===== src/sv/rti_pkg.sv =====
// Shared types, constants and arithmetic helpers of the ray/triangle intersection unit.
`default_nettype none

package rti_pkg;

  localparam int CW   = 20;            // coordinate width
  localparam int CF   = 8;             // coordinate fraction bits
  localparam int NW   = 16;            // normal / texcoord width
  localparam int WF   = 16;            // barycentric weight fraction bits
  localparam int EW   = CW + 1;        // edge vector width
  localparam int PW   = 2 * EW + 1;    // cross product width
  localparam int DOTW = PW + EW + 2;   // dot product width
  localparam int QB   = CW + 1;        // quotient bits per division
  localparam int RW   = DOTW + QB;     // divider remainder width
  localparam int GW   = WF + 2;        // signed weight width
  localparam int LPW  = GW + NW;       // weight times attribute
  localparam int LSW  = LPW + 2;       // sum of three of those
  localparam int TPW  = 2 * CW;        // t times direction
  localparam int NATTR = 5;            // three normal components, u, v

  typedef logic signed [CW-1:0]   coord_t;
  typedef logic signed [EW-1:0]   edge_t;
  typedef logic signed [PW-1:0]   cross_t;
  typedef logic signed [DOTW-1:0] dot_t;
  typedef logic [RW-1:0]          rem_t;
  typedef logic signed [NW-1:0]   attr_t;
  typedef logic signed [GW-1:0]   wgt_t;

  localparam dot_t DET_EPS = dot_t'((64'd1 << (3 * CF)) / 64'd10000);

  typedef enum logic [3:0] {
    REG_VERTEX_A   = 4'd0,
    REG_VERTEX_B   = 4'd1,
    REG_VERTEX_C   = 4'd2,
    REG_NORMAL_A   = 4'd3,
    REG_NORMAL_B   = 4'd4,
    REG_NORMAL_C   = 4'd5,
    REG_TEXCOORD_AB = 4'd6,
    REG_TEXCOORD_C = 4'd7
  } cfg_reg_e;

  typedef struct packed {
    coord_t [2:0] va;
    coord_t [2:0] vb;
    coord_t [2:0] vc;
    attr_t  [2:0] na;
    attr_t  [2:0] nb;
    attr_t  [2:0] nc;
    attr_t  [1:0] ta;
    attr_t  [1:0] tb;
    attr_t  [1:0] tc;
  } cfg_t;

  typedef struct packed {
    coord_t [2:0] org;
    coord_t [2:0] dir;
    coord_t       t_lo;
    coord_t       t_hi;
  } ray_in_t;

  typedef struct packed {
    ray_in_t         ray;
    logic [DOTW-1:0] det;
    dot_t            nt;
    dot_t            nx;
    dot_t            ny;
    logic            early_miss;
  } ray_job_t;

  typedef struct packed {
    logic         hit;
    coord_t       t;
    coord_t [2:0] point;
    attr_t  [2:0] shade;
    attr_t  [1:0] tex;
  } ray_res_t;

  typedef struct packed {
    logic take;
    rem_t rem;
  } div_step_t;

  function automatic cross_t cross_term(edge_t a1, edge_t b2, edge_t a2, edge_t b1);
    cross_t r;
    r = cross_t'(a1) * cross_t'(b2) - cross_t'(a2) * cross_t'(b1);
    return r;
  endfunction

  function automatic div_step_t div_step(rem_t rem, rem_t dsh);
    div_step_t r;
    r.take = (rem >= dsh);
    r.rem  = r.take ? rem - dsh : rem;
    return r;
  endfunction

  function automatic coord_t sat_coord(logic signed [TPW:0] v);
    coord_t cmax;
    coord_t cmin;
    cmax = {1'b0, {(CW-1){1'b1}}};
    cmin = {1'b1, {(CW-1){1'b0}}};
    if (v > (TPW+1)'(cmax)) begin
      return cmax;
    end else if (v < (TPW+1)'(cmin)) begin
      return cmin;
    end
    return v[CW-1:0];
  endfunction

  function automatic attr_t sat_attr(logic signed [LSW-1:0] v);
    attr_t amax;
    attr_t amin;
    amax = {1'b0, {(NW-1){1'b1}}};
    amin = {1'b1, {(NW-1){1'b0}}};
    if (v > LSW'(amax)) begin
      return amax;
    end else if (v < LSW'(amin)) begin
      return amin;
    end
    return v[NW-1:0];
  endfunction

endpackage

`default_nettype wire


===== src/sv/rti_queue.sv =====
// Two-entry queue of classified ray jobs between front and back.
`default_nettype none

module rti_queue import rti_pkg::*; (
  input  wire logic     clk_i,
  input  wire logic     rst_ni,
  input  wire logic     push_i,
  input  wire ray_job_t item_i,
  output logic          full_o,
  output logic          valid_o,
  output ray_job_t      item_o
);

  ray_job_t mem_q [2];
  logic wptr_q, rptr_q;
  logic [1:0] cnt_q, cnt_d;
  logic pop;

  assign pop     = (cnt_q != 2'd0);
  assign valid_o = pop;
  assign full_o  = (cnt_q == 2'd2);
  assign item_o  = mem_q[rptr_q];

  always_comb begin
    cnt_d = cnt_q;
    if (push_i && !pop) begin
      cnt_d = cnt_q + 2'd1;
    end else if (pop && !push_i) begin
      cnt_d = cnt_q - 2'd1;
    end
  end

  always_ff @(posedge clk_i or negedge rst_ni) begin
    if (!rst_ni) begin
      wptr_q <= 1'b0;
      rptr_q <= 1'b0;
      cnt_q  <= 2'd0;
    end else begin
      cnt_q <= cnt_d;
      if (push_i) begin
        wptr_q <= ~wptr_q;
      end
      if (pop) begin
        rptr_q <= ~rptr_q;
      end
    end
  end

  always_ff @(posedge clk_i) begin
    if (push_i) begin
      mem_q[wptr_q] <= item_i;
    end
  end

`ifndef SYNTHESIS
  a_no_overflow: assert property (@(posedge clk_i) disable iff (!rst_ni)
    !(push_i && full_o))
    else $error("queue push while full");
  a_drains: assert property (@(posedge clk_i) disable iff (!rst_ni)
    (cnt_q == 2'd1 && !push_i) |=> (cnt_q == 2'd0))
    else $error("queue did not drain");
`endif

endmodule

`default_nettype wire


===== config.mk =====
export PLATFORM = sky130hd
export DESIGN_NAME = rti_queue
export DESIGN_NICKNAME = d
export VERILOG_FILES = /design/src/sv/rti_pkg.sv /design/src/sv/rti_queue.sv
export SDC_FILE = /design/constraint.sdc
export NUM_CORES = 1
export LEC_CHECK = 0
export BUFFER_PORTS_ARGS = -buffer_cell sky130_fd_sc_hd__buf_4
export CORE_MARGIN = 4
export CORE_UTILIZATION = 25
export CTS_CLUSTER_SIZE = 30
export DETAILED_ROUTE_END_ITERATION = 12
export SLEW_MARGIN = 20
export SYNTH_ARGS = -nofsm -noshare
export SYNTH_HDL_FRONTEND = slang
export SYNTH_SLANG_ARGS = --single-unit

===== constraint.sdc =====
create_clock -name clk_i -period 18.47 [get_ports clk_i]
set_input_delay 5.541 -clock clk_i [delete_from_list [all_inputs] [get_ports clk_i]]
set_output_delay 5.541 -clock clk_i [all_outputs]
set_load 0.01 [all_outputs]

==> results.toml <==
[status]
status = "finished clean"

[final_layout]
fin_nets = 2685
final_core_util = 0.344
syn2layout_area_growth_pct = 36.3
layout-drive-gt1-share = 0.609

[hold_path]
min_path_type = "reg -> reg"
worst_hold_startpoint = "cnt_q[1]"

[place]
dp_hpwl_um = 56500
numPortBuffers = 854
finalWeightedCongestion = 0.793
post-place-ws_ns = 9.10

[timing]
period_share = 0.542
drv_slew = 0
finalSetupViolations = 0
grt_setup_unrepaired = "no"
relSlewSlack = 0.255
setup_tns_ns = 0
setup_ws_ns = 8.45
fmax_mhz = 99.8
final-hold-violation-count = 0
finalCriticalPeriod_ns = 10.02
worst_pin_slew_ns = 1.12
fin_skew_ns = 0.0163

[drt]
wl_met3_um = 7460
drc = 0
dr.pass1.iters = 4
detail-route-antenna-nets = 0
wl_met2_um = 40800
drt_iter0_markers = 928
vias = 15900
dr.max_layer_used = "met5"
wl_um = 78900
routedWlPerCell_um = 20.0
avgViaCountPerCell = 4.02
m1WireLength_um = 28500

[grt]
grt_pass1_vias = 16700
grt_max_degree = 141
grt_usage = 0.118
grt_pass1_wl_um = 113000
grt_overflow = 0
antenna_found_initial = 11

[clocking]
ctsHtreeMaxLevel = 3
postCtsSetupBuffers = 0
clk_transition_reported_paths_ns = 0.05
clock-sinks = 854
ctsHoldBuffers = 0
cts-root-buf = "clkbuf_16"
clk_latency_ns = 0.66
cts_tree = "yes"
clock_path_buffers = 3
ctsResizeCount = 0
cts_buffers = 91

[critical_path]
r2r_cells = 4
crit_fanout = 80
worst_path_most_repeated_cell = "buf_4"
rrSetupSlack_ns = 14.69
endpoint = "item_o[291]"
critical_path_arrival_ns = 4.48
critPathMaxStageDelay_ns = 0.84
path_class = "reg -> out"
worstPathRequired_ns = 12.93
r2r_start = "wptr_q"
startpoint = "rptr_q"
cp-start-kind = "flip-flop"
r2r_end = "mem_q[1][336]"
cpMaxStageDelayCell = "buf_4"
cp-end-kind = "output pin"
crit_chain = "buf_4, buf_4, buf_4, mux2_2, buf_4"

[synthesis]
ys_seq_area_frac = 0.831
synth_area_um2 = 30800
postSynthAreaPerCell_um2 = 23.0
yosysWarnings = 0
synthesis.instances = 1338
syn_nets = 1767
synth.distinct_cells = 13
ys_seq_elements = 854

[floorplanning]
initial_core_util = 0.252
core_area_um2 = 122000
io_pins = 855
rows = 128
fp.dieH_um = 359
dieArea_um2 = 129000
fp.dieW_um = 359

[job]
maxCapViolCount = 0

[power_and_ir_drop]
ir_drop_uv = 117
p_per_area_nw_per_um2 = 153
p_leak_nw = 15.3
==> synth_stat cells (all sizes together) <==
cell type / count / area (µm²)
mux2: 425 / 4790
nor2: 2 / 7.51
edfxtp: 850 / 25500
xor2: 3 / 26.3
xnor2: 2 / 17.5
inv: 1 / 3.75
ha: 1 / 12.5
and2: 1 / 6.26
nor2b: 2 / 12.5
dfrtp: 4 / 100
buf: 47 / 335
==> stage by stage <==
| stage | cells | total power [mW] | cell area [µm²] | hold WS (ns) |
|---|---|---|---|---|
| global placement | 3788 | 4.72 | 39100 | 0.472 |
| floorplan | 1338 | 3.91 | 30800 | 0.456 |
| CTS | 3950 | 6.52 | 42000 | 0.493 |
| detailed placement | 3788 | 4.73 | 39100 | 0.484 |
| global route | 3956 | 6.72 | 42000 | 0.519 |
| finish | 3956 | 6.41 | 42000 | 0.486 |
==> worst max-delay path: cells and delay by family, from the launching register on <==
family | cells | cell delay (ns)
buf+inv | 4 | 2.46
flops | 1 | 0.74
mux | 1 | 0.43
==> flip-flops by register name (all words and copies together) (netlist names) <==
name / flops
wptr_q: 1
cnt_q: 2
mem_q: 850
rptr_q: 1
==> cell type report <==
class,instances,area (µm²)
Sequential cell,854,25600
Multi-Input combinational cell,436,4880
Timing Repair Buffer,872,6570
Tap cell,1625,2030
Fill cell,11600,80200
Inverter,1,3.75
Clock buffer,112,2400
Antenna cell,6,15.0
Clock inverter,50,483
==> report_power, final <==
group          switching, mW  total, mW  internal (mW)
combinational           1.03       1.99          0.966
clock                  0.732       1.76           1.02
sequential            0.0879       2.66           2.57
==> cells by family (layout without fill, tap and decap cells) <==
group         Yosys count  in the layout  share of synthesized area
flops                 854            854                      0.831
mux                   425            425                      0.155
buf+inv                48           1035                     0.0110
xor+xnor                5              5                    0.00142
simple gates            5              5                   0.000852
fa+ha+maj               1              1                   0.000406
other cells             0              6                          0
==> per-layer routing <==
| layer | GRT usage | vias to the layer above |
|---|---|---|
| li1 | - | 7227 |
| met1 | 0.126 | 7934 |
| met2 | 0.206 | 596 |
| met3 | 0.0530 | 133 |
| met4 | 0.0392 | 6 |
| met5 | 0 | - |
==> worst min-delay path by stage <==
stage                     to  cells past startpoint
floorplan           cnt_q[1]                      1
global placement    cnt_q[1]                      1
detailed placement  cnt_q[1]                      1
CTS                 cnt_q[1]                      1
global route        cnt_q[1]                      1
finish              cnt_q[1]                      1
==> cell usage in the layout (no fill, tap or decap) <==
cell type	synthesis	routed
and2_4	0	1
buf_12	0	2
buf_4	0	870
bufinv_16	0	7
clkbuf_1	0	19
clkbuf_16	0	93
clkinv_1	0	17
clkinv_2	0	11
clkinv_4	0	5
clkinv_8	0	3
clkinvlp_4	0	2
dfrtp_1	4	3
dfrtp_4	0	1
diode_2	0	6
edfxtp_1	850	850
ha_1	1	1
inv_1	1	1
inv_6	0	4
inv_8	0	1
mux2_1	10	10
mux2_2	415	415
nor2_1	2	2
nor2b_1	2	1
nor2b_4	0	1
xnor2_1	2	2
xor2_1	3	3
No activity file was read; power rests on OpenSTA's default activity.
